**config.mk**
```make
export PLATFORM = sky130hd
export DESIGN_NAME = zsf_queue
export DESIGN_NICKNAME = d
export VERILOG_FILES = /design/src/hdl/zsf_pkg.sv /design/src/hdl/zsf_queue.sv
export VERILOG_INCLUDE_DIRS = /design/src /design/src/hdl
export SDC_FILE = /design/constraint.sdc
export NUM_CORES = 1
export LEC_CHECK = 0
export BUFFER_PORTS_ARGS = -buffer_cell sky130_fd_sc_hd__buf_4
export CORE_MARGIN = 2
export CORE_UTILIZATION = 52
export DETAILED_ROUTE_END_ITERATION = 10
export MAX_ROUTING_LAYER = met4
export PLACE_DENSITY = 0.79
export SKIP_CTS_REPAIR_TIMING = 1
export SYNTH_ARGS = -nofsm -noshare
export SYNTH_HDL_FRONTEND = slang
export SYNTH_SLANG_ARGS = --single-unit
```
**constraint.sdc**
```tcl
create_clock -name clk -period 6.2 [get_ports clk]
set_clock_uncertainty 0.1 [all_clocks]
set_input_delay 0 -clock clk [delete_from_list [all_inputs] [get_ports clk]]
set_output_delay 0 -clock clk [all_outputs]
set_load 0.01 [all_outputs]
```
**src/hdl/zbuffer_span_fill_unit_defines.svh**
```systemverilog
// ----------------------------------------------------------------------------
// Z-buffer span fill: assertion macros
// Shared property wrappers. They drop out of synthesis builds.
// ----------------------------------------------------------------------------
`ifndef ZBUFFER_SPAN_FILL_UNIT_DEFINES_SVH
`define ZBUFFER_SPAN_FILL_UNIT_DEFINES_SVH

`ifndef SYNTHESIS
// Same-cycle implication, sampled on clk, off while in reset
`define ZSF_ASSERT_IMPL(lbl, ante, cons, msg) \
	lbl: assert property (@(posedge clk) disable iff (!arst_n) (ante) |-> (cons)) \
		else $error(msg);
// Next-cycle implication, sampled on clk, off while in reset
`define ZSF_ASSERT_NEXT(lbl, ante, cons, msg) \
	lbl: assert property (@(posedge clk) disable iff (!arst_n) (ante) |=> (cons)) \
		else $error(msg);
`else
`define ZSF_ASSERT_IMPL(lbl, ante, cons, msg)
`define ZSF_ASSERT_NEXT(lbl, ante, cons, msg)
`endif

`endif

```
**src/hdl/zsf_pkg.sv**
```systemverilog
// ----------------------------------------------------------------------------
// Z-buffer span fill: shared types and constants
// Span word layout, queue descriptor, state encodings and register indexes.
// ----------------------------------------------------------------------------
package zsf_pkg;

	// Fixed field widths
	localparam int ROW_W    = 8;
	localparam int X_W      = 9;
	localparam int Z_W      = 32;
	localparam int COLOR_W  = 8;
	localparam int COUNT_W  = 9;
	localparam int CFG_W    = 32;

	// Stream word widths
	localparam int IN_W        = ROW_W + 2 * X_W + 2 * Z_W + COLOR_W;
	localparam int IN_TDATA_W  = ((IN_W + 7) / 8) * 8;
	localparam int OUT_TDATA_W = ((COUNT_W + 7) / 8) * 8;

	// Step division: depth difference over span length
	localparam int DIFF_W    = Z_W + 1;
	localparam int LEN_W     = X_W + 1;
	localparam int STEP_W    = DIFF_W + 1;
	localparam int DIV_STEPS = DIFF_W;
	localparam int ITER_W    = $clog2(DIV_STEPS);

	// Span queue, power-of-two depth
	localparam int QUEUE_DEPTH = 2;
	localparam int QPTR_W      = $clog2(QUEUE_DEPTH);
	localparam int QCNT_W      = $clog2(QUEUE_DEPTH + 1);

	// Configuration register indexes
	localparam int CFG_IDX_W = 1;
	localparam logic [CFG_IDX_W-1:0] CFG_DEPTH_BIAS  = 1'b0;
	localparam logic [CFG_IDX_W-1:0] CFG_DEPTH_SHIFT = 1'b1;

	// Input span word, row in the lowest bits
	typedef struct packed {
		logic        [COLOR_W-1:0] color;
		logic signed [Z_W-1:0]     right_depth;
		logic signed [Z_W-1:0]     left_depth;
		logic        [X_W-1:0]     right_x;
		logic        [X_W-1:0]     left_x;
		logic        [ROW_W-1:0]   row;
	} span_in_t;

	// Classified span handed from front to back
	typedef struct packed {
		logic                     empty;
		logic        [ROW_W-1:0]  row;
		logic        [X_W-1:0]    left_x;
		logic        [X_W-1:0]    right_x;
		logic signed [Z_W-1:0]    left_depth;
		logic signed [STEP_W-1:0] step;
		logic        [COLOR_W-1:0] color;
	} span_desc_t;

	typedef struct packed {
		logic full;
		logic empty;
	} queue_stat_t;

	typedef enum logic [1:0] {
		F_IDLE,
		F_DIV,
		F_PUSH
	} front_state_t;

	typedef enum logic [2:0] {
		B_CLEAR,
		B_IDLE,
		B_WALK,
		B_DRAIN,
		B_DONE
	} back_state_t;

endpackage

```
**src/hdl/zsf_queue.sv**
```systemverilog
// ----------------------------------------------------------------------------
// Z-buffer span fill: span queue
// Small register queue of classified spans between front and back.
// ----------------------------------------------------------------------------
`include "zbuffer_span_fill_unit_defines.svh"

module zsf_queue
	import zsf_pkg::*;
(
	input  logic        clk,
	input  logic        arst_n,
	input  logic        push,
	input  span_desc_t  push_desc,
	input  logic        pop,
	output span_desc_t  pop_desc,
	output queue_stat_t stat
);

	span_desc_t          slot_q [QUEUE_DEPTH];
	logic [QPTR_W-1:0]   wr_ptr_q;
	logic [QPTR_W-1:0]   rd_ptr_q;
	logic [QCNT_W-1:0]   count_q;

	assign stat.full  = count_q == QCNT_W'(QUEUE_DEPTH);
	assign stat.empty = count_q == '0;
	assign pop_desc   = slot_q[rd_ptr_q];

	always_ff @(posedge clk or negedge arst_n) begin
		if (!arst_n) begin
			wr_ptr_q <= '0;
			rd_ptr_q <= '0;
			count_q  <= '0;
		end else begin
			if (push) begin
				wr_ptr_q <= wr_ptr_q + QPTR_W'(1);
			end
			if (pop) begin
				rd_ptr_q <= rd_ptr_q + QPTR_W'(1);
			end
			if (push && !pop) begin
				count_q <= count_q + QCNT_W'(1);
			end else if (pop && !push) begin
				count_q <= count_q - QCNT_W'(1);
			end
		end
	end

	always_ff @(posedge clk) begin
		if (push) begin
			slot_q[wr_ptr_q] <= push_desc;
		end
	end

	`ZSF_ASSERT_IMPL(a_pop_not_empty, pop, !stat.empty, "pop from an empty span queue")
	`ZSF_ASSERT_NEXT(a_push_fills, push && !pop, !stat.empty, "queue empty after a push")

endmodule

```
After elaboration in Yosys (flattened, before gate mapping)
Memories as Yosys holds them, arrays and structs flattened.
Index checks and enable logic that the tools add are counted.
W data, S select, Z words.
Storage, ports and cells
  flip-flop bits (word level): 4
  memory bits (writable): 202
  bits of input ports: 105
  output and inout bits: 103
  logic and storage cells: 19
  memories kept: 1
Cells by class
  add/sub/neg operators: 4
  eq/ne operators: 1
  muxes and demuxes: 4
  reductions and logical operators: 6
Memory list
  slot_q: words 2, width 101, read ports 1, clocked after Yosys merged registers in 0, write ports 1, RTL line zsf_queue.sv:19  | span_desc_t slot_q [QUEUE_DEPTH];
Operators by type and width (number)
  $mux W2: 2
  $add A1 B1 Y1 const B: 2
  $add A2 B1 Y2 const B: 1
  $eq A2 B2 Y1 const B: 1
  $logic_and A1 B1 Y1: 2
  $logic_not A1 Y1: 2
  $logic_not A2 Y1: 1
  $mux W1: 2
  $reduce_bool A2 Y1: 1
  $sub A2 B1 Y2 const B: 1

Depth between registers and ports, before layout
Gate-level depths: netlist of the first run.
  word-level depth: 4
  mapped depth: 5
  mapped depth without buffers: 5

Least setup slack after synthesis of the first run
OpenSTA, ideal clock, no wires.
  path type: flip-flop to flip-flop
  from: register wr_ptr_q
  to: memory slot_q[0][0] (netlist bit) (enable)
  library setup time: 0.574 ns
  data arrival time: 4.872 ns
  data required time: 5.526 ns
  slack: 0.654 ns
  cell stages (with the launch flop): 2
  buffers on the path: 0
  period minus slack after synthesis: 5.546 ns
  cell sequence: dfrtp_1 > nor2b_1
RTL lines
  start, declared: RTL line zsf_queue.sv:20  | logic [QPTR_W-1:0] wr_ptr_q;
  start signal, assigned: RTL line zsf_queue.sv:35  | wr_ptr_q <= wr_ptr_q + QPTR_W'(1);
  end, declared: RTL line zsf_queue.sv:19
Straight into the memory's write port.

==> results of run 1 <==
-- cells by family (layout without fill, tap and decap cells) --
logic type | count (synthesis) | in the layout | share of synthesized area (%)
DFF | 206 | 206 | 79.1
muxes | 101 | 101 | 18.4
buffers and inverters | 12 | 353 | 1.43
xor gates and xnor gates | 5 | 5 | 0.562
and+or+nand+nor | 5 | 5 | 0.337
adders and majority gates | 1 | 1 | 0.160
-- power by group --
part	internal [mW]	total (mW)	switching, mW
Clock	0.664	1.15	0.481
Sequential	1.85	2.03	0.176
Combinational	0.887	1.51	0.625
-- per-layer routing --
metal	GRT usage, %	vias up	routed length (um)
met3	5.48	23	1280
met5	-	-	0
met4	5.04	0	259
li1	-	1957	-
met1	22.1	2075	6180
met2	25.9	195	8140
-- through the flow --
stage | area, sq um | utilization [%]
6_report | 11200 | 76.7
5_1_grt | 11200 | 76.7
4_1_cts | 10100 | 69.5
3_5_place_dp | 9520 | 65.2
3_3_place_gp | 9520 | 65.2
2_1_floorplan | 7800 | -
-- sequential cells by signal (all words and copies together) (netlist names) --
signal    cells
count_q       2
rd_ptr_q      1
slot_q      202
wr_ptr_q      1
-- cell usage after synthesis --
cell and count:
nor2_1 2, mux2_4 80, nor2b_1 2, ha_1 1, dfrtp_1 4, xnor2_1 1, edfxtp_1 202, mux2_2 21
xor2_1 4, buf_4 1, buf_6 8, buf_2 2, and2_1 1, inv_1 1
-- path summary, 6_finish.rpt --
check                                end  slack [ns]  cells after the start
min                        slot_q[1][28]        0.15                      2
max in group asynchronous       rd_ptr_q        5.45                      3
min reg2reg                     wr_ptr_q        0.44                      1
min in group asynchronous     count_q[1]        0.34                      3
max reg2reg                slot_q[1][85]        3.97                      2
max                          pop_desc[2]        3.19                      3
-- critical path: cells and delay by family (launching register included) --
family,cells,cell delay (ns)
buf+inv,2,0.88
flops,1,1.12
mux,1,0.37
-- area by class of cell --
cell class	instances	area, sq um
inverter	1	3.75
tap	184	230
sequential	206	6170
clock inverter	10	75.1
fill	780	3400
clock buffer	26	544
multi-input combinational	112	1530
timing repair buffer	316	2640
==> metrics.md, run 1 <==
| Metric | Value |
|---|---|
| Outcome | complete, no violations |
| Slew @ Worst Pin | 1.07 ns |
| Largest net degree at the start of global routing | 64 |
| Port Buffer Count | 207 |
| Cells after DPL | 714 |
| Final cell count without fillers | 855 |
| Initial Utilization | 53.4% |
| Fin crit period | 3.01 ns |
| Wire per inst | 18.6 um |
| Maximum vdd drop | 0.000283 V |
| Slowest stage delay, CP | 1.12 ns |
| Final Setup Violations | 0 |
| Clock latency on the worst-skew pair | 0.47 ns |
| Area Overhead vs Synth | 43.5% |
| Vias post-DR | 4250 |
| WP data arrival | 2.91 ns |
| CTS Buffer Depth | 3 |
| Tcrit/Tclk final | 48.5% |
| Die Ht | 126 um |
| Max-cap violations | 0 |
| Worst Setup Start Kind | flop |
| CP required | 6.10 ns |
| Root buf cell | clkbuf_16 |
| Most frequent cells in the layout | 211 x buf_4, 202 x edfxtp_1, 105 x dlygate4sd3_1, 80 x mux2_4 |
| Post-Syn Area | 7800 sq um |
| GPL Wtd Cong | 0.733 |
| CTS H-tree depth | 1 |
| Worst hold margin | 0.145 ns |
| Total Power | 4.69 mW |
| IO Pins | 208 |
| Syn nets | 436 |
| Full die area | 16000 sq um |
| Syn Area/Cell | 23.6 sq um |
| CTS tree | done |
| Power Density | 419 nW/um^2 |
| Syn. warnings | 0 |
| Post-Synthesis Cells | 330 |
| Hold Crit Start | push_desc[28] |
| #FFs+latches synth | 206 |
| Crit. End Element | primary output |
| Slew margin rel. | 28.4% |
| Iter 0 DRT Violations | 231 |
| Core Box Area | 14600 sq um |
| Critical path origin | rd_ptr_q |
| Leakage | 4.49 nW |
| Clock buffers created by TritonCTS | 21 |
| WL final | 15900 um |
| Register area share after synthesis | 79.1% |
| Hold WC Path Type | input port to flop |
| Vias in the first global route | 3924 |
| Final Max Slew Viols | 0 |
| Setup TNS | 0 ns |
| Vias per cell | 4.97 |
| Clock Pin Slew Worst Setup and Hold Paths | 0.06 ns |
| First-pass GRT wire length | 20700 um |
| Most common cell after layout, fill and taps aside | buf_4 |
| Chip width | 126 um |
| Most used cell, CP | buf_4 |
| Synth area leaders | edfxtp_1 78%, mux2_4 15%, mux2_2 3.0% |
| GRT Resource Usage Total | 17.0% |
| Layout cells sized above 1 | 50.8% |
| DRC Markers | 0 |
| Num rows | 44 |
| Fin worst setup slack | 3.19 ns |
| Critical path class | flop to primary output |
| DP Worst Slack | 3.61 ns |
| Antenna violations before repair | 0 |
| Critical-path top delay cell | dfrtp_4 |
| Synth top area share | 77.8% |
| Antenna cells | 0 |
| Final Hold Viols | 0 |
| Drt pass-1 iters | 4 |
| RSZ-0062 raised after global routing | no |
| Reg-to-reg startpoint | wr_ptr_q |
| Worst path cell trace | buf_4 > mux2_4 > buf_4 |
| GRT overflow | 0 |
| Cell taking the most area after synthesis | edfxtp_1 |
| Clk sinks | 206 |
| CP Max Fanout | 63 |
| Distinct cells, synth | 14 |
| Antenna-violating nets left | 0 |
| Detailed-placement wirelength estimate | 9000 um |
| Nets | 764 |
| Fmax | 332 MHz |
No activity file was read; power rests on OpenSTA's default activity.
==> inputs of run 2 (changes only) <==
--- a/config.mk
+++ b/config.mk
@@ -8,10 +8,10 @@
 export LEC_CHECK = 0
 export BUFFER_PORTS_ARGS = -buffer_cell sky130_fd_sc_hd__buf_4
 export CORE_MARGIN = 2
-export CORE_UTILIZATION = 52
+export CORE_UTILIZATION = 47
 export DETAILED_ROUTE_END_ITERATION = 10
 export MAX_ROUTING_LAYER = met4
-export PLACE_DENSITY = 0.79
+export PLACE_DENSITY = 0.75
 export SKIP_CTS_REPAIR_TIMING = 1
 export SYNTH_ARGS = -nofsm -noshare
 export SYNTH_HDL_FRONTEND = slang
==> constraint.sdc (replaced) <==
create_clock -name clk -period 2.4 [get_ports clk]
set_clock_uncertainty 0.1 [all_clocks]
set_input_delay 0 -clock clk [delete_from_list [all_inputs] [get_ports clk]]
set_output_delay 0 -clock clk [all_outputs]
set_load 0.01 [all_outputs]
==> run 2 against run 1 <==
  * Global-route usage down 0.94 points
  * Sequential power up 150%
  * Total power rose to 2.7 times the previous value
==> metrics.md, run 2 (synthesis results as in run 1) <==
| Metric | Value |
|---|---|
| Cells after DPL | 753 (was 714) |
| GRT overflow | 0 (unchanged) |
| Most frequent cells in the layout | 209 x buf_4, 202 x edfxtp_1, 105 x dlygate4sd3_1, 80 x mux2_4, 23 x clkbuf_16 (was 211 x buf_4, 202 x edfxtp_1, 105 x dlygate4sd3_1, 80 x mux2_4) |
| Most common cell after layout, fill and taps aside | buf_4 (unchanged) |
| Maximum vdd drop | 0.000674 V (was 0.000283 V) |
| CTS tree | done (unchanged) |
| GRT Resource Usage Total | 16.0% (was 17.0%) |
| Die Ht | 133 um (was 126 um) |
| Clock Pin Slew Worst Setup and Hold Paths | 0.06 ns (about the same) |
| Area Overhead vs Synth | 46.2% (was 43.5%) |
| CTS Buffer Depth | 3 (unchanged) |
| Final Setup Violations | 0 (unchanged) |
| Clock latency on the worst-skew pair | 0.49 ns (was 0.47 ns) |
| Root buf cell | clkbuf_16 (unchanged) |
| Worst hold margin | 0.134 ns (was 0.145 ns) |
| Core Box Area | 16400 sq um (was 14600 sq um) |
| Finished Cell Area | 11400 sq um (was 11200 sq um) |
| Port Buffer Count | 207 (unchanged) |
| Largest net degree at the start of global routing | 59 (was 64) |
| Leakage | 4.57 nW (was 4.49 nW) |
| Fin crit period | 2.14 ns |
| Hold WC Path Type | input port to flop (unchanged) |
| Top reg by flops | slot_q (unchanged) |
| Chip width | 133 um (was 126 um) |
| Clk sinks | 206 (unchanged) |
| Crit. End Element | primary output (unchanged) |
| IO Pins | 208 (unchanged) |
| Wire per inst | 17.6 um (was 18.6 um) |
| Antenna violations before repair | 1 (was 0) |
| WP data arrival | 2.04 ns (was 2.91 ns) |
| Drt pass-1 iters | 4 (unchanged) |
| Initial Utilization | 47.5% (was 53.4%) |
| Slew margin rel. | 60.8% (was 28.4%) |
| CP required | 2.30 ns (was 6.10 ns) |
| Fmax | 467 MHz |
| Full die area | 17600 sq um (was 16000 sq um) |
| Tcrit/Tclk final | 89.1% |
| Clock buffers created by TritonCTS | 22 (was 21) |
| Largest register FFs | 202 (unchanged) |
| DRC Markers | 0 (unchanged) |
| DP Worst Slack | 0.713 ns (was 3.61 ns) |
| CP Max Fanout | 48 (was 63) |
| Layout cells sized above 1 | 51.8% (was 50.8%) |
| First-pass GRT wire length | 21400 um (was 20700 um) |
| Antenna-violating nets left | 0 (unchanged) |
| Cell Area, Placed | 9650 sq um (was 9520 sq um) |
| Top delay family on crit path | flip-flops (unchanged) |
| Total Power | 12.5 mW (was 4.69 mW) |
| Biggest regs | slot_q (202), count_q (2) (unchanged) |
| Vias in the first global route | 4105 (was 3924) |
| Final cell count without fillers | 899 (was 855) |
| GPL Wtd Cong | 0.710 (was 0.733) |
| Nets | 768 (was 764) |
| CP bufs+invs | 2 (unchanged) |
| Num rows | 47 (was 44) |
| CTS H-tree depth | 1 (unchanged) |
| Power Density | 1090 nW/um^2 (was 419 nW/um^2) |
| Worst path cell trace | buf_12 > mux2_2 > buf_4 (was buf_4 > mux2_4 > buf_4) |
| Critical-path top delay cell | dfrtp_4 (unchanged) |
| Iter 0 DRT Violations | 172 (was 231) |
| Slowest stage delay, CP | 0.61 ns (was 1.12 ns) |
| Critical path class | flop to primary output (unchanged) |
| Outcome | complete, no violations (unchanged) |
| Detailed-placement wirelength estimate | 9330 um (was 9000 um) |
| Final Max Slew Viols | 0 (unchanged) |
| Layout Utilization | 69.5% (was 76.7%) |
| Slew @ Worst Pin | 0.587 ns (was 1.07 ns) |
| WL final | 15800 um (was 15900 um) |
| RSZ-0062 raised after global routing | no (unchanged) |
| Vias per cell | 4.73 (was 4.97) |
| Worst Setup Start Kind | flop (unchanged) |
| Final Hold Viols | 0 (unchanged) |
| Setup TNS | 0 ns (unchanged) |
| Max-cap violations | 0 (unchanged) |
| Vias post-DR | 4252 (was 4250) |
| Fin worst setup slack | 0.261 ns (was 3.19 ns) |
## run 2: path summary, 6_finish.rpt
kind | from | to | slack [ns] | cells past startpoint
max | rd_ptr_q | pop_desc[91] | 0.26 | 3
min | push_desc[73] | slot_q[1][73] | 0.13 | 2
max reg2reg | wr_ptr_q | slot_q[1][83] | 0.72 | 2
min reg2reg | count_q[1] | count_q[1] | 0.39 | 1
max in group asynchronous | arst_n | rd_ptr_q | 1.68 | 3
min in group asynchronous | arst_n | wr_ptr_q | 0.32 | 3
## run 2: area by class of cell
cell class	count	area, sq um
flip-flops and latches	206	6170
inverters	1	3.75
clock buffers	31	626
diodes	1	2.50
well taps	220	275
repair buffers	319	2720
multi-input cells	112	1530
clock inverters	9	75.1
fillers	1027	5000
## run 2: worst register-to-register path: cells and delay by family, from the launching register on
| kind | cells | cell delay (ns) |
|---|---|---|
| buf+inv | 1 | 0.32 |
| flops | 1 | 0.42 |
| simple gates | 1 | 0.49 |
## run 2: where the power goes
part	internal (mW)	total, mW	leakage [nW]	switching, mW
logic	2.36	4.19	2.28	1.83
registers	4.78	5.04	1.94	0.257
clock network	1.93	3.23	0.350	1.30
total	9.07	12.5	4.57	3.39
## run 2: routing by layer
layer	global-route usage, %	vias up	part of all wire, %
li1	-	1977	-
met1	19.4	2084	39
met2	26.5	161	52
met3	4.67	30	6.4
met4	4.42	0	2.1
met5	-	-	0
==> inputs of run 3 (changes only) <==
--- a/config.mk
+++ b/config.mk
@@ -6,6 +6,7 @@
 export SDC_FILE = /design/constraint.sdc
 export NUM_CORES = 1
 export LEC_CHECK = 0
+export ABC_AREA = 1
 export BUFFER_PORTS_ARGS = -buffer_cell sky130_fd_sc_hd__buf_4
 export CORE_MARGIN = 2
 export CORE_UTILIZATION = 47
@@ -13,6 +14,7 @@
 export MAX_ROUTING_LAYER = met4
 export PLACE_DENSITY = 0.75
 export SKIP_CTS_REPAIR_TIMING = 1
+export SLEW_MARGIN = 20
 export SYNTH_ARGS = -nofsm -noshare
 export SYNTH_HDL_FRONTEND = slang
 export SYNTH_SLANG_ARGS = --single-unit
==> run 3 against run 2 <==
  * Routed wire length down 1.1%
  * Via count fell by 0.94%
  * Synthesized area up 0.26%
  * Total power down 2.3%
  * Core utilization is 0.48 points lower
  * Worst hold slack gained 0.0038 ns
  * Global-route usage shrank 0.28 points
  * Die area up 0.25%
  * Sequential power decreased by 1%
  * Non-clock buffer count fell by 1
==> metrics.md, run 3 <==
| Metric | Value |
|---|---|
| Outcome | complete, no violations (unchanged) |
| Area Overhead vs Synth | 44.8% (was 46.2%) |
| Clk sinks | 206 (unchanged) |
| CP bufs+invs | 2 (unchanged) |
| First-pass GRT wire length | 21000 um (was 21400 um) |
| Final Max Slew Viols | 0 (unchanged) |
| Syn nets | 445 (was 436) |
| Top reg by flops | slot_q (unchanged) |
| Port Buffer Count | 207 (unchanged) |
| Hold WC Path Type | input port to flop (unchanged) |
| Clock buffers created by TritonCTS | 21 (was 22) |
| CTS tree | done (unchanged) |
| Synth Area in Compound Gates | 0% (unchanged) |
| Cell Area, Placed | 9640 sq um (was 9650 sq um) |
| Distinct cells, synth | 15 (was 14) |
| Synth top area share | 77.6% (was 77.8%) |
| Most common cell after layout, fill and taps aside | buf_4 (unchanged) |
| GRT overflow | 0 (unchanged) |
| Cells after DPL | 761 (was 753) |
| Number of flops mapped to enable cells by yosys | 202 (unchanged) |
| Seq. cell area | 6170 sq um (unchanged) |
| Syn. warnings | 0 (unchanged) |
| Post-Synthesis Cells | 339 (was 330) |
| IO Pins | 208 (unchanged) |
| CTS H-tree depth | 1 (unchanged) |
| Most frequent cell after synthesis | edfxtp_1 (unchanged) |
| Register area share after synthesis | 78.9% (was 79.1%) |
| Main combinational cell family by area after synthesis | multiplexers (unchanged) |
| Net Sw Frac | 27.1% (was 27.2%) |
| Max-cap violations | 0 (unchanged) |
| Tcrit/Tclk final | 86.7% (was 89.1%) |
| Crit. End Element | primary output (unchanged) |
| Slew @ Worst Pin | 0.594 ns (was 0.587 ns) |
| Layout cells sized above 1 | 50.7% (was 51.8%) |
| Mux contribution to synthesized area | 18.4% (about the same) |
| Synth Area in Simple Gates | 0.528% (was 0.337%) |
| GPL Wtd Cong | 0.735 (was 0.710) |
| Num rows | 47 (unchanged) |
| Finished Cell Area | 11300 sq um (was 11400 sq um) |
| Synth area leaders | edfxtp_1 78%, mux2_4 15%, mux2_2 3.0% (unchanged) |
| Post-synthesis xor/xnor area fraction | 0.336% (was 0.562%) |
| Final cell count without fillers | 902 (was 899) |
| RSZ-0062 raised after global routing | no (unchanged) |
| Largest net degree at the start of global routing | 69 (was 59) |
| GRT Resource Usage Total | 15.8% (was 16.0%) |
| Biggest regs | slot_q (202), count_q (2) (unchanged) |
| Die Ht | 133 um (about the same) |
| Root buf cell | clkbuf_16 (unchanged) |
| Largest register FFs | 202 (unchanged) |
| Cell taking the most area after synthesis | edfxtp_1 (unchanged) |
| Switching power | 3.30 mW (was 3.39 mW) |
| Pint | 8.88 mW (was 9.07 mW) |
| Initial Utilization | 47.6% (was 47.5%) |
| Top delay family on crit path | buffers and inverters (was flip-flops) |
| CTS Buffer Depth | 3 (unchanged) |
| Critical-path top delay cell | buf_4 (was dfrtp_4) |
| Antenna-violating nets left | 0 (unchanged) |
| CP required | 2.30 ns (about the same) |
| Worst path cell trace | buf_4 > mux2_2 > buf_4 (was buf_12 > mux2_2 > buf_4) |
| #FFs+latches synth | 206 (unchanged) |
| Antenna violations before repair | 0 (was 1) |
| Full die area | 17700 sq um (was 17600 sq um) |
| Drt pass-1 iters | 6 (was 4) |
| Syn Area/Cell | 23.1 sq um (was 23.6 sq um) |
| Final Hold Viols | 0 (unchanged) |
| Footprint of the multi-input gates | 1530 sq um (about the same) |
| Fmax | 481 MHz (was 467 MHz) |
| Core Box Area | 16400 sq um (unchanged) |
| Clock power frac | 24.6% (was 26.0%) |
| Ys async rst share | 1.94% (unchanged) |
| Total Power | 12.2 mW (was 12.5 mW) |
| WL final | 15600 um (was 15800 um) |
| Predominant post-synthesis flop cell | edfxtp_1 (unchanged) |
| Fillers | 1004 (was 1027) |
| Reg2reg setup slack | 0.82 ns (was 0.72 ns) |
| Part of the power in combinational logic | 34.5% (was 33.6%) |
| Reg power frac | 40.9% (was 40.4%) |
| WP data arrival | 1.98 ns (was 2.04 ns) |
| Iter 0 DRT Violations | 259 (was 172) |
| Detailed-placement wirelength estimate | 9000 um (was 9330 um) |
| Slowest stage delay, CP | 0.50 ns (was 0.61 ns) |
| Maximum vdd drop | 0.000962 V (was 0.000674 V) |
| Clock Pin Slew Worst Setup and Hold Paths | 0.06 ns (about the same) |
| Chip width | 133 um (about the same) |
| Critical path class | flop to primary output (unchanged) |
| Top post-synthesis cells by count | 202 x edfxtp_1, 80 x mux2_4, 21 x mux2_2, 8 x buf_6, 7 x inv_1 (was 202 x edfxtp_1, 80 x mux2_4, 21 x mux2_2, 8 x buf_6) |
| DRC Markers | 0 (unchanged) |
| Vias per cell | 4.67 (was 4.73) |
| Wire per inst | 17.3 um (was 17.6 um) |
| Layout Utilization | 69.0% (was 69.5%) |
| Final Setup Violations | 0 (unchanged) |
| Vias in the first global route | 3974 (was 4105) |
| Clock latency on the worst-skew pair | 0.47 ns (was 0.49 ns) |
| Post-Syn Area | 7820 sq um (was 7800 sq um) |
| Vias post-DR | 4212 (was 4252) |
| Antenna cells | 0 (was 1) |
| Power Density | 1080 nW/um^2 (was 1090 nW/um^2) |
| Worst Setup Start Kind | flop (unchanged) |
| Nets | 775 (was 768) |
| Most frequent cells in the layout | 210 x buf_4, 202 x edfxtp_1, 105 x dlygate4sd3_1, 80 x mux2_4 (was 209 x buf_4, 202 x edfxtp_1, 105 x dlygate4sd3_1, 80 x mux2_4, 23 x clkbuf_16) |
| Fin crit period | 2.08 ns (was 2.14 ns) |
| Slew margin rel. | 60.4% (was 60.8%) |
| CP Max Fanout | 34 (was 48) |
| Adder-cell share of the synthesized area | 0.160% (about the same) |
| Leakage | 4.54 nW (was 4.57 nW) |
| Most used cell, CP | buf_4 |
[run 3: changes by cell type after synthesis]
cell and delta:
inv_1 +6, nand2_1 +5, nor2b_1 -2, xor2_1 -2, and2_1 -1, nand3_1 +1, nand4_1 +1, nor2_1 +1
[run 3: cell type report]
type	instances	area share [%]
clock inverter	7	0.508
inverter	7	0.265
sequential	206	54.5
multi-input combinational	115	13.5
tap	220	2.43
timing repair buffer	318	23.7
clock buffer	29	5.08
[run 3: through the flow]
step                      hold WS [ns]  TNS, ns  worst slack (ns)
after CTS                       -0.807        0             0.304
after floorplan                 -0.396   -10.58           -0.0660
after detailed placement        -0.300        0             0.816
after global placement          -0.303        0             0.853
after global routing             0.126        0             0.245
final                            0.138        0             0.320
[run 3: kinds of logic (layout without fill, tap and decap cells)]
logic type,count (synthesis),in the layout
DFF,206,206
muxes,101,101
buffers and inverters,18,361
and+or+nand+nor,10,10
xor gates and xnor gates,3,3
adders and majority gates,1,1
[run 3: power by group through the flow]
| stage | clock network, mW | registers [mW] | logic [mW] |
|---|---|---|---|
| after floorplan | 0 | 5.01 | 2.52 |
| after global placement | 0 | 5.00 | 4.04 |
| after detailed placement | 0 | 5.05 | 4.10 |
| after CTS | 3.07 | 4.98 | 4.10 |
| after global routing | 3.24 | 5.03 | 4.45 |
| final | 3.00 | 4.98 | 4.20 |
[run 3: final timing paths]
check,from,endpoint,cells past startpoint
min,push_desc[78],slot_q[0][78],2
min in group asynchronous,arst_n,count_q[0],3
max in group asynchronous,arst_n,rd_ptr_q,3
max,rd_ptr_q,pop_desc[76],3
min reg2reg,count_q[1],count_q[1],2
max reg2reg,wr_ptr_q,slot_q[1][8],3
[run 3: metal layers]
layer | GRT usage, % | vias to the layer above | wire length, um
li1 | - | 1985 | -
met3 | 4.75 | 24 | 1120
met2 | 26.4 | 154 | 7950
met4 | 4.30 | 0 | 231
met5 | - | - | 0
met1 | 18.6 | 2049 | 6310
