<file path="src/hdl/zbuffer_span_fill_unit_defines.svh">
// ----------------------------------------------------------------------------
// Z-buffer span fill: assertion macros
// Shared property wrappers. They drop out of synthesis builds.
// ----------------------------------------------------------------------------
`ifndef ZBUFFER_SPAN_FILL_UNIT_DEFINES_SVH
`define ZBUFFER_SPAN_FILL_UNIT_DEFINES_SVH

`ifndef SYNTHESIS
// Same-cycle implication, sampled on clk, off while in reset
`define ZSF_ASSERT_IMPL(lbl, ante, cons, msg) \
	lbl: assert property (@(posedge clk) disable iff (!arst_n) (ante) |-> (cons)) \
		else $error(msg);
// Next-cycle implication, sampled on clk, off while in reset
`define ZSF_ASSERT_NEXT(lbl, ante, cons, msg) \
	lbl: assert property (@(posedge clk) disable iff (!arst_n) (ante) |=> (cons)) \
		else $error(msg);
`else
`define ZSF_ASSERT_IMPL(lbl, ante, cons, msg)
`define ZSF_ASSERT_NEXT(lbl, ante, cons, msg)
`endif

`endif

</file>
<file path="src/hdl/zsf_pkg.sv">
// ----------------------------------------------------------------------------
// Z-buffer span fill: shared types and constants
// Span word layout, queue descriptor, state encodings and register indexes.
// ----------------------------------------------------------------------------
package zsf_pkg;

	// Fixed field widths
	localparam int ROW_W    = 8;
	localparam int X_W      = 9;
	localparam int Z_W      = 32;
	localparam int COLOR_W  = 8;
	localparam int COUNT_W  = 9;
	localparam int CFG_W    = 32;

	// Stream word widths
	localparam int IN_W        = ROW_W + 2 * X_W + 2 * Z_W + COLOR_W;
	localparam int IN_TDATA_W  = ((IN_W + 7) / 8) * 8;
	localparam int OUT_TDATA_W = ((COUNT_W + 7) / 8) * 8;

	// Step division: depth difference over span length
	localparam int DIFF_W    = Z_W + 1;
	localparam int LEN_W     = X_W + 1;
	localparam int STEP_W    = DIFF_W + 1;
	localparam int DIV_STEPS = DIFF_W;
	localparam int ITER_W    = $clog2(DIV_STEPS);

	// Span queue, power-of-two depth
	localparam int QUEUE_DEPTH = 2;
	localparam int QPTR_W      = $clog2(QUEUE_DEPTH);
	localparam int QCNT_W      = $clog2(QUEUE_DEPTH + 1);

	// Configuration register indexes
	localparam int CFG_IDX_W = 1;
	localparam logic [CFG_IDX_W-1:0] CFG_DEPTH_BIAS  = 1'b0;
	localparam logic [CFG_IDX_W-1:0] CFG_DEPTH_SHIFT = 1'b1;

	// Input span word, row in the lowest bits
	typedef struct packed {
		logic        [COLOR_W-1:0] color;
		logic signed [Z_W-1:0]     right_depth;
		logic signed [Z_W-1:0]     left_depth;
		logic        [X_W-1:0]     right_x;
		logic        [X_W-1:0]     left_x;
		logic        [ROW_W-1:0]   row;
	} span_in_t;

	// Classified span handed from front to back
	typedef struct packed {
		logic                     empty;
		logic        [ROW_W-1:0]  row;
		logic        [X_W-1:0]    left_x;
		logic        [X_W-1:0]    right_x;
		logic signed [Z_W-1:0]    left_depth;
		logic signed [STEP_W-1:0] step;
		logic        [COLOR_W-1:0] color;
	} span_desc_t;

	typedef struct packed {
		logic full;
		logic empty;
	} queue_stat_t;

	typedef enum logic [1:0] {
		F_IDLE,
		F_DIV,
		F_PUSH
	} front_state_t;

	typedef enum logic [2:0] {
		B_CLEAR,
		B_IDLE,
		B_WALK,
		B_DRAIN,
		B_DONE
	} back_state_t;

endpackage

</file>
<file path="src/hdl/zsf_front.sv">
// ----------------------------------------------------------------------------
// Z-buffer span fill: front end
// Takes span words, flags empty spans and works out the per-pixel depth step
// with a bit-serial signed divider before queuing the span.
// ----------------------------------------------------------------------------
`include "zbuffer_span_fill_unit_defines.svh"

module zsf_front
	import zsf_pkg::*;
#(
	parameter int SCREEN_ROWS = 200
) (
	input  logic        clk,
	input  logic        arst_n,
	input  logic        hold,
	input  logic        s_tvalid,
	output logic        s_tready,
	input  span_in_t    span,
	input  queue_stat_t q_stat,
	output logic        push,
	output span_desc_t  desc
);

	front_state_t state_q, state_d;

	logic [ITER_W-1:0]   iter_q;
	logic [LEN_W-1:0]    len_q;
	logic [LEN_W-1:0]    rem_q;
	logic [DIFF_W-1:0]   quo_q;
	logic                neg_q;
	logic                empty_q;
	logic [ROW_W-1:0]    row_q;
	logic [X_W-1:0]      lx_q;
	logic [X_W-1:0]      rx_q;
	logic signed [Z_W-1:0] zl_q;
	logic [COLOR_W-1:0]  color_q;

	logic                s_accept;
	logic                cls_empty;
	logic signed [DIFF_W-1:0] diff;
	logic [DIFF_W-1:0]   diff_mag;
	logic [LEN_W-1:0]    span_len;
	logic [LEN_W:0]      trial;
	logic                trial_ge;
	logic [LEN_W:0]      trial_sub;
	logic [STEP_W-1:0]   quo_ext;

	// Reversed spans and rows below the screen draw nothing
	assign cls_empty = (span.right_x < span.left_x) || (int'(span.row) >= SCREEN_ROWS);
	assign diff      = {span.right_depth[Z_W-1], span.right_depth}
	                 - {span.left_depth[Z_W-1], span.left_depth};
	assign diff_mag  = diff[DIFF_W-1] ? (~diff + DIFF_W'(1)) : diff;
	assign span_len  = {1'b0, span.right_x} - {1'b0, span.left_x} + LEN_W'(1);

	// One quotient bit a cycle, restoring
	assign trial     = {rem_q, quo_q[DIFF_W-1]};
	assign trial_ge  = trial >= {1'b0, len_q};
	assign trial_sub = trial - {1'b0, len_q};
	assign quo_ext   = {1'b0, quo_q};

	assign s_accept = s_tvalid && s_tready;

	always_ff @(posedge clk or negedge arst_n) begin
		if (!arst_n) begin
			state_q <= F_IDLE;
		end else begin
			state_q <= state_d;
		end
	end

	always_comb begin
		state_d  = state_q;
		s_tready = 1'b0;
		push     = 1'b0;
		unique case (state_q)
			F_IDLE: begin
				s_tready = !hold;
				if (s_tvalid && !hold) begin
					state_d = cls_empty ? F_PUSH : F_DIV;
				end
			end
			F_DIV: begin
				if (iter_q == ITER_W'(DIV_STEPS - 1)) begin
					state_d = F_PUSH;
				end
			end
			F_PUSH: begin
				push = !q_stat.full;
				if (!q_stat.full) begin
					state_d = F_IDLE;
				end
			end
			default: state_d = F_IDLE;
		endcase
	end

	always_ff @(posedge clk) begin
		if (s_accept) begin
			empty_q <= cls_empty;
			row_q   <= span.row;
			lx_q    <= span.left_x;
			rx_q    <= span.right_x;
			zl_q    <= span.left_depth;
			color_q <= span.color;
			neg_q   <= diff[DIFF_W-1];
			len_q   <= span_len;
			quo_q   <= diff_mag;
			rem_q   <= '0;
			iter_q  <= '0;
		end else if (state_q == F_DIV) begin
			rem_q  <= trial_ge ? trial_sub[LEN_W-1:0] : trial[LEN_W-1:0];
			quo_q  <= {quo_q[DIFF_W-2:0], trial_ge};
			iter_q <= iter_q + ITER_W'(1);
		end
	end

	always_comb begin
		desc.empty      = empty_q;
		desc.row        = row_q;
		desc.left_x     = lx_q;
		desc.right_x    = rx_q;
		desc.left_depth = zl_q;
		desc.step       = neg_q ? (~quo_ext + STEP_W'(1)) : quo_ext;
		desc.color      = color_q;
	end

	`ZSF_ASSERT_IMPL(a_busy_no_accept, state_q != F_IDLE, !s_tready, "front took a span while busy")
	`ZSF_ASSERT_IMPL(a_push_only_ready, push, (state_q == F_PUSH) && !q_stat.full, "front pushed into a full queue")

endmodule

</file>
<file path="config.mk">
export PLATFORM = sky130hd
export DESIGN_NAME = zsf_front
export DESIGN_NICKNAME = d
export VERILOG_FILES = /design/src/hdl/zsf_pkg.sv /design/src/hdl/zsf_front.sv
export VERILOG_INCLUDE_DIRS = /design/src /design/src/hdl
export SDC_FILE = /design/constraint.sdc
export NUM_CORES = 1
export LEC_CHECK = 0
export ABC_AREA = 1
export BUFFER_PORTS_ARGS = -buffer_cell sky130_fd_sc_hd__buf_2
export CAP_MARGIN = 5
export CORE_AREA = 2 2 209 129
export CTS_CLUSTER_SIZE = 30
export DETAILED_ROUTE_END_ITERATION = 16
export DIE_AREA = 0 0 211 131
export HOLD_SLACK_MARGIN = 0.12
export PLACE_DENSITY = 0.74
export SYNTH_ARGS = -nofsm -noshare
export SYNTH_HDL_FRONTEND = slang
export SYNTH_SLANG_ARGS = --single-unit
</file>
<file path="constraint.sdc">
create_clock -name clk -period 2.1 [get_ports clk]
set_input_delay 0.21 -clock clk [delete_from_list [all_inputs] [get_ports clk]]
set_output_delay 0.21 -clock clk [all_outputs]
set_load 0.01 [all_outputs]
</file>
After elaboration in Yosys (flattened, before gate mapping) --
Cells that the tools add are included. Widths: inputs -> output; s select.
Operators by class: add/subtract/negate cells 7, $lt $le $gt $ge 3, equal/unequal tests 6, muxes and demuxes 12, bitwise operators 2, reduce and logical (&&, ||, !) cells 8
Operators with widths (count):
- $mux 33 | 3
- $add 34x1->34 const B | 1
- $mux 34 | 1
- $not 33->34 | 1
- $add 33x2->33 const B | 1
- $not 33->33 | 1
- $sub 32x32->33 | 1
- $ge 11x10->1 | 1
- $add 10x1->10 const B | 1
- $mux 10 | 1
- $sub 10x10->10 | 1
- $sub 9x9->10 | 1
- $lt 9x9->1 | 1
- $ge 8x8->1 const B | 1
- $mux 2 | 4
- $add 6x1->6 const B | 1
- $eq 6x6->1 const B | 1
- $ne 2x2->1 const B | 3
- $pmux 2 s3 | 1
- $reduce_and 3->1 | 1
- $eq 2x1->1 const B | 1
- $eq 2x2->1 const B | 1
- $logic_and 1x1->1 | 2
- $logic_not 1->1 | 2
- 4 further kinds | 5
Storage, ports and cells: register bits 129, input port bits 104, output and inout bits 103, logic and storage cells 50

Logic depth before layout (Yosys ltp) --
Gate-level depths: netlist (run 1).
word-level depth 5, gate-level depth with buffers 22, mapped depth without buffers 22

Worst setup path after synthesis (run 1) --
Ideal clock, no wire load.
path kind flip-flop to flip-flop, start point register state_q[1], end point register quo_q[0], enable pin, library setup time 389 ps, arrival time 2078 ps, data required time 1711 ps, setup slack -367 ps, cell stages (with the launch flop) 6, buffers on the path 0, clock period less this slack 2467 ps, path through dfrtp_1 -> nor3_1 -> nand2_1 -> inv_2 -> nor2_1 -> inv_1
On the way: cells in the longest elaborated chain, start to end 4, elaborated cells between the ends (all ways) 5, those cells by class 1 x eq/ne; 1 x mux; 3 x reduce/logical
RTL lines:
- start: declaration | RTL line zsf_front.sv:24 | front_state_t state_q, state_d;
- start signal: assignment | RTL line zsf_front.sv:67 | state_q <= state_d;
- $logic_not 2->1 | RTL line zsf_front.sv:75 | unique case (state_q)
- $mux 1 | RTL line zsf_front.sv:75
- named net s_tready | RTL line zsf_front.sv:17 | output logic s_tready,
- $logic_and 1x1->1 | RTL line zsf_front.sv:61 | assign s_accept = s_tvalid && s_tready;
- $reduce_bool 2->1 (no source line)
- end signal: assignment | RTL line zsf_front.sv:107 | quo_q <= diff_mag;
- end signal: assignment | RTL line zsf_front.sv:112 | quo_q <= {quo_q[DIFF_W-2:0], trial_ge};
- end: declaration | RTL line zsf_front.sv:29 | logic [DIFF_W-1:0] quo_q;
The timed path passes the listed nets, and every way through them passes these cells. A chain may end at the register's enable or synchronous reset.

==> results of run 1 <==
## critical path, stage by stage, from the launching register on
cell and delay [ns]:
edfxtp_1 0.43, buf_6 0.15, nor3_4 0.21, nand2_2 0.11
nor3_4 0.21, nand2_2 0.11, nor3_4 0.21, nand2_2 0.12
nor2_4 0.16, inv_2 0.09, o31ai_4 0.19, xor2_1 0.23
buf_2 0.17
## power by group
| group | internal, uW | switching [uW] |
|---|---|---|
| registers | 3530 | 452 |
| logic | 3100 | 4170 |
| clock network | 1600 | 1250 |
## sequential cells by signal, indices dropped and copies added, names as in the netlist, 2 cells and up
| signal | flops |
|---|---|
| color_q | 8 |
| iter_q | 6 |
| len_q | 10 |
| lx_q | 9 |
| quo_q | 33 |
| rem_q | 10 |
| row_q | 8 |
| rx_q | 9 |
| state_q | 2 |
| zl_q | 32 |
## layout by cell type (no fill, tap or decap), types with 4 or more instances in the layout
master,n
nand2_1,327
buf_4,245
inv_1,219
buf_2,203
edfxtp_1,111
nand2_2,93
dlygate4sd3_1,68
nand3_1,63
nor2_1,55
xor2_1,41
nand3_2,40
inv_2,36
nor2_4,34
nor2_2,34
o21ai_1,32
ha_4,32
ha_1,30
nand2_4,28
a21oi_1,27
a21oi_2,24
clkbuf_16,19
buf_6,18
dfxtp_1,16
nand4_1,13
nor3_1,13
o21ai_0,11
o21ai_2,11
nand3_4,8
xor2_2,8
and2_1,7
xnor2_1,6
nand3b_1,6
nor3_2,5
nor3_4,5
buf_12,5
a21oi_4,4
o21bai_1,4
xnor2_2,4
clkinvlp_4,4
inv_6,4
## path summary, 6_finish.rpt
kind / slack [ns] / cells past startpoint / start / endpoint
min reg2reg: 0.48 / 2 / rem_q[8] / rem_q[8]
min: 0.13 / 2 / span[17] / len_q[0]
max in group asynchronous: 1.30 / 3 / arst_n / state_q[0]
max reg2reg: -0.07 / 13 / quo_q[32] / quo_q[0]
min in group asynchronous: 0.67 / 3 / arst_n / state_q[1]
max: -0.94 / 12 / quo_q[1] / desc[27]
## area by class of cell
cell class | count | area, um2
clock buffers | 20 | 458
diodes | 1 | 2.50
well taps | 336 | 420
inverters | 261 | 1010
fillers | 1995 | 9070
clock inverters | 12 | 97.6
flip-flops and latches | 129 | 3700
multi-input cells | 999 | 7130
repair buffers | 544 | 3950
## timing repair
| item | 4_1_cts | 5_1_grt |
|---|---|---|
| setup endpoints to repair | 70 | 76 |
| hold endpoints to repair | 69 | 1 |
| gates cloned | 5 | 1 |
| hold buffers | 68 | 1 |
| gates resized for setup | 159 | 270 |
| pin swaps | 63 | 124 |
| setup buffers | 32 | 33 |
## stage by stage
stage	power [uW]	utilization [%]	setup TNS, ns	hold WS, ns
after detailed placement	9510	51.5	-25.86	-0.00196
after CTS	13100	60.2	-16.88	0.151
final	14100	64.9	-21.48	0.130
after global routing	14900	64.9	-31.04	0.120
after global placement	9360	51.5	-24.25	-0.00510
after floorplan	7050	-	-7.26	-0.0856
## layer usage
layer	share of wire, %	global-route usage (%)	up-vias
met5	0.030	0	-
met4	1.6	4.18	2
met3	7.9	5.33	61
met2	44	37.8	434
met1	46	36.6	5339
li1	-	-	5590
## kinds of logic (layout without fill, tap and decap cells)
family	after synthesis	in the layout
simple gates	736	739
buf+inv	278	837
compound gates	130	130
flops	129	129
fa+ha+maj	71	71
xor+xnor	59	59
other cells	0	1
==> results.yml, run 1 <==
synth:
  synthMuxAreaShare_pct: 0
  synth_edf_count: 111
  yosys.area.top_type_share_pct: 32.8
  yosys.area_share.simple_pct: 31.7
  yosys_register_bits: 129
  synth-compound-area-share_pct: 6.98
  synth_cells: 1403
  avgSynthCellArea_um2: 7.25
  syn_nets: 1578
  synth_most_common_cell: "nand2_1"
  ys_warn_count: 0
  synth_area_um2: 10200
  synth-seq-area-share_pct: 36.4
  synthAdderAreaFrac_pct: 9.18
  synthXorXnorAreaFrac_pct: 5.08
  synth_commonest_cells: "nand2_1 (418), inv_1 (252), edfxtp_1 (111), nor2_1 (107), nand3_1 (103)"
  synthTopCellsByArea: "edfxtp_1 (33%), nand2_1 (15%), inv_1 (9.3%)"
  synthFlopType: "edfxtp_1"
  yosysUniqueCellTypes: 45
  synth_top_family_by_area: "simple AND/OR/NAND/NOR gates"
  synth_area_leader_cell: "edfxtp_1"
  async_flop_share_pct: 1.55
pwr:
  peakVddDrop_mv: 0.631
  powerDensity_nw_per_um2: 841
  leakagePower_uw: 0.00805
timing:
  setup_viol: 61
  setup_ws_ns: -0.939
  fin_crit_ns: 3.04
  fin_worst_skew_ns: 0.0106
  relSlewSlack_pct: 64.3
  hold_viol: 0
  fmax_ghz: 0.329
  worst_slew_pin_slew_ns: 0.529
  rsz0062_at_grt: "true"
  report.final.slew_viol_count: 0
  finalCritPeriodShare_pct: 145
place:
  dp_cells: 2141
  place_ws_ns: -0.720
  dpl.hpwl_um: 25300
  gp_congestion: 0.912
  io_buffer_count: 205
  dpl_cell_area_um2: 13300
critical_path:
  critPathRequiredTime_ns: 1.89
  cp_max_fo: 3
  crit_path_end_kind: "output pin"
  worstPathArrival_ns: 2.83
  crit_type: "reg -> out"
  startpoint_type: "register"
layout:
  drive_gt1_share_pct: 45.5
  stdcell_count: 2302
  fin_area_um2: 16800
  area_growth_pct: 65.0
  nets: 2127
route:
  first_pass_iters: 5
  first_iter_violations: 772
  remaining_drc_errors: 0
  avgRoutedWirePerCell_um: 16.0
  vias_per_cell: 4.96
  detail-route-antenna-nets: 0
  wl_um: 36900
  vias: 11400
clock_network:
  numCtsBuffers: 17
  clk_path_buf_depth: 2
  cts_tree: "built"
  cts.sinks: 129
  clk_pin_slew_worst_paths_ns: 0.06
  cts_max_level: 4
  root_buffer: "clkbuf_16"
  clock_latency_ns: 0.44
global_route:
  grt_start_max_net_pins: 64
  grt_pass1_vias: 10700
  antenna_found_initial: 2
  track_usage_pct: 24.8
  grt_pass1_wl_um: 54300
  grt_overflow_total: 0
run:
  maxCapViolCount: 0
worst_hold_path:
  min_path_type: "in -> reg"
floorplan:
  core_um2: 25800
  die_h_um: 131
  rows: 46
  pin_count: 207
  start_util_pct: 39.3
  dieArea_um2: 27600
  die_w_um: 211
outcome:
  violations: "negative setup slack"
  status: "finished, violations left"
(Power assumes the default switching activity.)
==> run 2: changes to the inputs <==
--- a/config.mk
+++ b/config.mk
@@ -15,6 +15,7 @@
 export DIE_AREA = 0 0 211 131
 export HOLD_SLACK_MARGIN = 0.12
 export PLACE_DENSITY = 0.74
+export SETUP_SLACK_MARGIN = 0.4
 export SYNTH_ARGS = -nofsm -noshare
 export SYNTH_HDL_FRONTEND = slang
 export SYNTH_SLANG_ARGS = --single-unit
==> run 2 against run 1 <==
The run still ends with negative setup slack left. Die area unchanged. Global-route usage increased by 2.1 points. Core utilization increased by 3.7 points. Sequential power about the same. Setup slack improved by 0.089 ns. Sequential share of layout area decreased by 1.2 points. Clock power increased by 7.0%. Register-to-register slack improved by 0.04 ns. Via count increased by 5.9%. Clock-buffer cell count unchanged. Critical path type unchanged.
==> results.yml, run 2 (synthesis gave the netlist of run 1 again) <==
route:
  first_pass_iters: 6
  vias_per_cell: 5.15
  remaining_drc_errors: 0
  wl_um: 41900
  avgRoutedWirePerCell_um: 17.8
  vias: 12100
  first_iter_violations: 1093
  detail-route-antenna-nets: 0
global_route:
  antenna_found_initial: 1
  use_met1_pct: 38.0
  track_usage_pct: 26.9
  top_usage_layer: "met2"
  grt_pass1_vias: 11300
  grt_overflow_total: 0
  grt_start_max_net_pins: 66
  met2_usage_pct: 41.3
  use_met3_pct: 6.12
  grt_pass1_wl_um: 58200
layout:
  drive_gt1_share_pct: 49.5
  largest_reg_flops: 33
  nets: 2175
  fin_area_um2: 17700
  diodes: 0
  final_util_pct: 68.6
  final_cell_mix: "nand2_1 (305), buf_4 (259), inv_1 (224), buf_2 (199), edfxtp_1 (111)"
  reg.largest.list: "quo_q x33, zl_q x32"
  stdcell_count: 2349
  largest-register: "quo_q"
  area_growth_pct: 74.5
  final_common_cell: "nand2_1"
clock_network:
  clk_pin_slew_worst_paths_ns: 0.07
  cts.sinks: 129
  root_buffer: "clkbuf_16"
  numCtsBuffers: 17
  clk_path_buf_depth: 2
  clock_latency_ns: 0.45
  cts_max_level: 4
  cts_tree: "built"
outcome:
  violations: "negative setup slack"
  status: "finished, violations left"
floorplan:
  die_w_um: 211
  core_um2: 25800
  pin_count: 207
  dieArea_um2: 27600
  rows: 46
  start_util_pct: 39.3
  die_h_um: 131
critical_path:
  crit_type: "reg -> out"
  crit_chain: "buf_4 -> nor3_4 -> nand2_2 -> nor3_4 -> nand2_2 -> nor3_4 -> nand2_2 -> nor2_4 -> buf_4 -> nand3_2 -> o21ai_2 -> o21ai_1 -> xor2_1 -> buf_2"
  cp_top_family: "simple AND/OR/NAND/NOR gates"
  cp_slowest_cell: "edfxtp_1"
  crit_path_end_kind: "output pin"
  cpPeakStageDelay_ns: 0.39
  worstPathArrival_ns: 2.74
  cp_num_buf_inv: 3
  startpoint_type: "register"
  critPathRequiredTime_ns: 1.89
  cp_max_fo: 2
place:
  dpl_cell_area_um2: 13500
  place_ws_ns: -0.747
  gp_congestion: 0.932
  dpl.hpwl_um: 25200
  dp_cells: 2149
  io_buffer_count: 205
timing:
  setup_ws_ns: -0.850
  setup_viol: 66
  fin_crit_ns: 2.95
  rsz0062_at_grt: "true"
  relSlewSlack_pct: 60.5
  finalCritPeriodShare_pct: 140
  hold_viol: 0
  fmax_ghz: 0.339
  fin_worst_skew_ns: 0.0123
  report.final.slew_viol_count: 0
  whs_ns: 0.205
  worst_slew_pin_slew_ns: 0.586
run:
  maxCapViolCount: 0
worst_hold_path:
  min_path_type: "in -> reg"
pwr:
  p_seq_share_pct: 26.0
  internal_power_uw: 8930
  clockPowerShare_pct: 19.8
  peakVddDrop_mv: 0.687
  powerDensity_nw_per_um2: 867
  power_frac_comb_pct: 54.2
  p_switching_uw: 6450
  leakagePower_uw: 0.00847
  swShare_pct: 42.0
run 2: cell count changes in the layout (fill, tap and decap cells not counted), moves of 8 or more:
cell,before,now
nand2_2,93,106
buf_4,245,259
o21ai_2,11,19
nand2_1,327,305
o21ai_0,11,3
a21oi_1,27,19
nand3_4,8,16
buf_6,18,54
run 2: path summary, 6_finish.rpt:
check,depth (start not counted),start,to,slack [ns]
worst min register to register,2,rem_q[8],rem_q[8],0.49
min in group asynchronous,3,arst_n,state_q[1],0.63
worst min-delay path,3,span[8],len_q[0],0.21
worst max register to register,12,len_q[4],rem_q[6],-0.03
worst max-delay path,14,quo_q[0],desc[39],-0.85
max in group asynchronous,3,arst_n,state_q[0],1.34
run 2: layout make-up:
class / instances / area, um2
Clock buffer: 20 / 468
Clock inverter: 12 / 116
Fill cell: 1784 / 8100
Inverter: 261 / 1020
Multi-Input combinational cell: 997 / 7520
Sequential cell: 129 / 3700
Tap cell: 336 / 420
Timing Repair Buffer: 594 / 4490
run 2: per-layer routing:
layer | up-vias | wire length [um]
li1 | 5672 | -
met1 | 5716 | 18300
met2 | 590 | 18900
met3 | 122 | 3470
met4 | 0 | 1310
met5 | - | 0
run 2: power by group through the flow:
stage | clock network [uW] | logic [uW] | registers (uW)
4_1_cts | 3060 | 7110 | 3930
5_1_grt | 3160 | 8890 | 4040
2_1_floorplan | 0 | 3260 | 3970
3_5_place_dp | 0 | 5850 | 3970
6_report | 3050 | 8340 | 4000
3_3_place_gp | 0 | 5710 | 3950
run 2: stage by stage:
stage | power, uW | setup TNS (ns)
6_report | 15400 | -25.13
3_3_place_gp | 9660 | -24.56
5_1_grt | 16100 | -32.18
2_1_floorplan | 7230 | -7.39
4_1_cts | 14100 | -16.06
3_5_place_dp | 9820 | -26.42
run 2: timing repair:
action | in CTS | in global routing
setup endpoints to repair | 141 | 104
pin swaps | 145 | 150
buffers inserted | 57 | 38
hold buffers | 68 | 1
gates cloned | 4 | 0
endpoints found under the hold margin | 69 | 1
gates resized for setup | 278 | 249
run 2: worst register-to-register path, cell delays in order, from the launching register on:
cell,delay [ns]
edfxtp_1,0.32
inv_1,0.04
ha_1,0.33
a21o_1,0.21
a21oi_4,0.16
o21ai_2,0.09
a21oi_2,0.15
o21bai_2,0.09
nand2_2,0.15
nand2_4,0.11
buf_6,0.14
o21ai_2,0.13
nand2_1,0.08
==> run 3: changes to the inputs <==
--- a/config.mk
+++ b/config.mk
@@ -6,15 +6,14 @@
 export SDC_FILE = /design/constraint.sdc
 export NUM_CORES = 1
 export LEC_CHECK = 0
-export ABC_AREA = 1
 export BUFFER_PORTS_ARGS = -buffer_cell sky130_fd_sc_hd__buf_2
 export CAP_MARGIN = 5
-export CORE_AREA = 2 2 209 129
+export CORE_AREA = 2 2 197 121
 export CTS_CLUSTER_SIZE = 30
 export DETAILED_ROUTE_END_ITERATION = 16
-export DIE_AREA = 0 0 211 131
+export DIE_AREA = 0 0 199 123
 export HOLD_SLACK_MARGIN = 0.12
-export PLACE_DENSITY = 0.74
+export PLACE_DENSITY = 0.75
 export SETUP_SLACK_MARGIN = 0.4
 export SYNTH_ARGS = -nofsm -noshare
 export SYNTH_HDL_FRONTEND = slang
==> run 3 against run 2 <==
The flow still finishes with violations (negative setup slack). Critical endpoint is now desc[41]. Global-route usage decreased by 0.41 points. Setup slack got worse by 0.79 ns. Highest routed layer unchanged. Critical path depth decreased by 2. Clock-buffer cell count increased by 2. First-iteration DRC count decreased by 14%. Maximum frequency decreased by 21%. Combinational power decreased by 4.9%.
==> results.yml, run 3 <==
timing:
  rsz0062_at_grt: "true"
  relSlewSlack_pct: 63.6
  report.final.slew_viol_count: 0
  whs_ns: 0.139
  fin_worst_skew_ns: 0.0141
  setup_viol: 73
  hold_viol: 0
  setup_ws_ns: -1.64
  fmax_ghz: 0.267
  fin_crit_ns: 3.74
  worst_slew_pin_slew_ns: 0.539
  finalCritPeriodShare_pct: 178
synth:
  yosysUniqueCellTypes: 70
  synthTopCellsByArea: "edfxtp_1 (37%), ha_1 (9.1%), xnor2_1 (5.7%)"
  synth_edf_count: 111
  synth_commonest_cells: "edfxtp_1 (111), nand2_1 (90), inv_1 (86), o21ai_0 (72), ha_1 (65)"
  synth_area_leader_cell: "edfxtp_1"
  syn_nets: 1107
  yosys.area.top_type_share_pct: 37.2
  synth-seq-area-share_pct: 41.4
  yosys_register_bits: 129
  synth_most_common_cell: "edfxtp_1"
  synth_area_um2: 8950
  ys_warn_count: 0
  synth_cells: 932
  synthFlopType: "edfxtp_1"
  async_flop_share_pct: 1.55
  avgSynthCellArea_um2: 9.60
layout:
  nets: 1711
  stdcell_count: 1864
  reg.largest.list: "quo_q x33, zl_q x32"
  fin_area_um2: 16400
  diodes: 0
  largest-register: "quo_q"
  largest_reg_flops: 33
  drive_gt1_share_pct: 53.9
  area_growth_pct: 83.1
  final_common_cell: "buf_4"
  final_cell_mix: "buf_4 (266), buf_2 (191), edfxtp_1 (111), buf_6 (73), nand2_1 (71)"
critical_path:
  cpPeakStageDelay_ns: 0.44
  path_depth: 12
  crit_type: "reg -> out"
  startpoint_type: "register"
  cp_max_fo: 2
  worstPathArrival_ns: 3.53
  critPathRequiredTime_ns: 1.89
  cp_num_buf_inv: 3
  crit_chain: "nor3_2 -> nand3_1 -> or3_4 -> or2_4 -> inv_2 -> nand2_2 -> or2_4 -> or4_4 -> or3_4 -> buf_4 -> o31a_1 -> buf_6"
  reg2reg_depth: 14
  cp_top_family: "simple AND/OR/NAND/NOR gates"
  crit_path_end_kind: "output pin"
  cp_slowest_cell: "or4_4"
outcome:
  status: "finished, violations left"
  violations: "negative setup slack"
place:
  io_buffer_count: 205
  dp_cells: 1662
  dpl.hpwl_um: 20700
  gp_congestion: 0.881
  dpl_cell_area_um2: 12600
run:
  maxCapViolCount: 0
route:
  detail-route-antenna-nets: 0
  first_iter_violations: 945
  remaining_drc_errors: 0
  avgRoutedWirePerCell_um: 20.1
  vias_per_cell: 5.53
  wl_um: 37400
  first_pass_iters: 5
  vias: 10300
global_route:
  antenna_found_initial: 0
  track_usage_pct: 26.5
  grt_pass1_vias: 9847
  grt_overflow_total: 0
  grt_pass1_wl_um: 50300
  grt_start_max_net_pins: 66
clock_network:
  cts_tree: "built"
  cts_max_level: 4
  numCtsBuffers: 17
  clk_pin_slew_worst_paths_ns: 0.05
  clk_path_buf_depth: 2
  cts.sinks: 129
  root_buffer: "clkbuf_16"
  clock_latency_ns: 0.44
floorplan:
  rows: 43
  core_um2: 22800
  dieArea_um2: 24500
  start_util_pct: 39.3
  die_h_um: 123
  die_w_um: 199
  pin_count: 207
worst_hold_path:
  min_path_type: "in -> reg"
  worstHoldPathCells: 3
pwr:
  powerDensity_nw_per_um2: 919
  leakagePower_uw: 0.00720
  peakVddDrop_mv: 0.697
==> run 3: metrics by stage <==
stage	utilization, %	TNS, ns	power [uW]	worst slack, ns
after detailed placement	55.5	-62.79	9520	-1.51
after global placement	55.5	-59.80	9340	-1.36
after CTS	68.2	-57.32	13900	-1.58
final	72.0	-70.15	15100	-1.64
after global routing	72.0	-76.54	15700	-1.73
after floorplan	-	-47.55	7010	-1.03
==> run 3: per-layer routing <==
layer	track usage, %	wire (um)	vias up
li1	-	-	4573
met1	34.1	15200	4984
met2	43.2	17700	583
met3	5.78	2690	168
met4	11.8	1790	0
met5	0	0	-
==> run 3: cell type report <==
type	instances	area, um2
Fill cell	1437	6370
Timing Repair Buffer	613	4780
Sequential cell	129	3710
Inverter	88	389
Multi-Input combinational cell	687	6490
Clock buffer	22	464
Tap cell	315	394
Clock inverter	10	160
==> run 3: worst paths after layout <==
check                              start         end  slack [ns]
worst min-delay path            span[27]     zl_q[1]        0.14
max in group asynchronous         arst_n  state_q[0]        1.30
min in group asynchronous         arst_n  state_q[1]        0.67
worst min register to register  rem_q[9]    rem_q[9]        0.51
worst max-delay path            quo_q[4]    desc[41]       -1.64
worst max register to register  len_q[1]    rem_q[1]       -0.78
==> run 3: timing repair <==
| action | 4_1_cts | 5_1_grt |
|---|---|---|
| cloned | 4 | 1 |
| setup buffers | 62 | 35 |
| resized for setup | 226 | 132 |
| endpoints found under the setup margin | 183 | 156 |
| pin swaps | 135 | 118 |
| endpoints found under the hold margin | 68 | 3 |
| hold buffers | 66 | 2 |
==> run 3: tightest hold or removal path, stage by stage <==
cell and delay, ns:
buf_6 0.07, buf_6 0.08, buf_4 0.09
==> run 3: cell families after synthesis <==
| group | share of synthesized area, % |
|---|---|
| buffers and inverters | 5.03 |
| adder cells (fa/ha/maj) | 10.4 |
| XOR/XNOR | 9.59 |
| flip-flops | 41.4 |
| multiplexers | 1.23 |
| AND/OR/NAND/NOR | 15.4 |
| AO/OA/AOI/OAI | 16.9 |
==> run 3: report_power, final <==
| part | total [uW] | switching, uW | internal, uW |
|---|---|---|---|
| Sequential | 3880 | 362 | 3520 |
| Clock | 3240 | 1200 | 2050 |
| Combinational | 7930 | 4140 | 3790 |
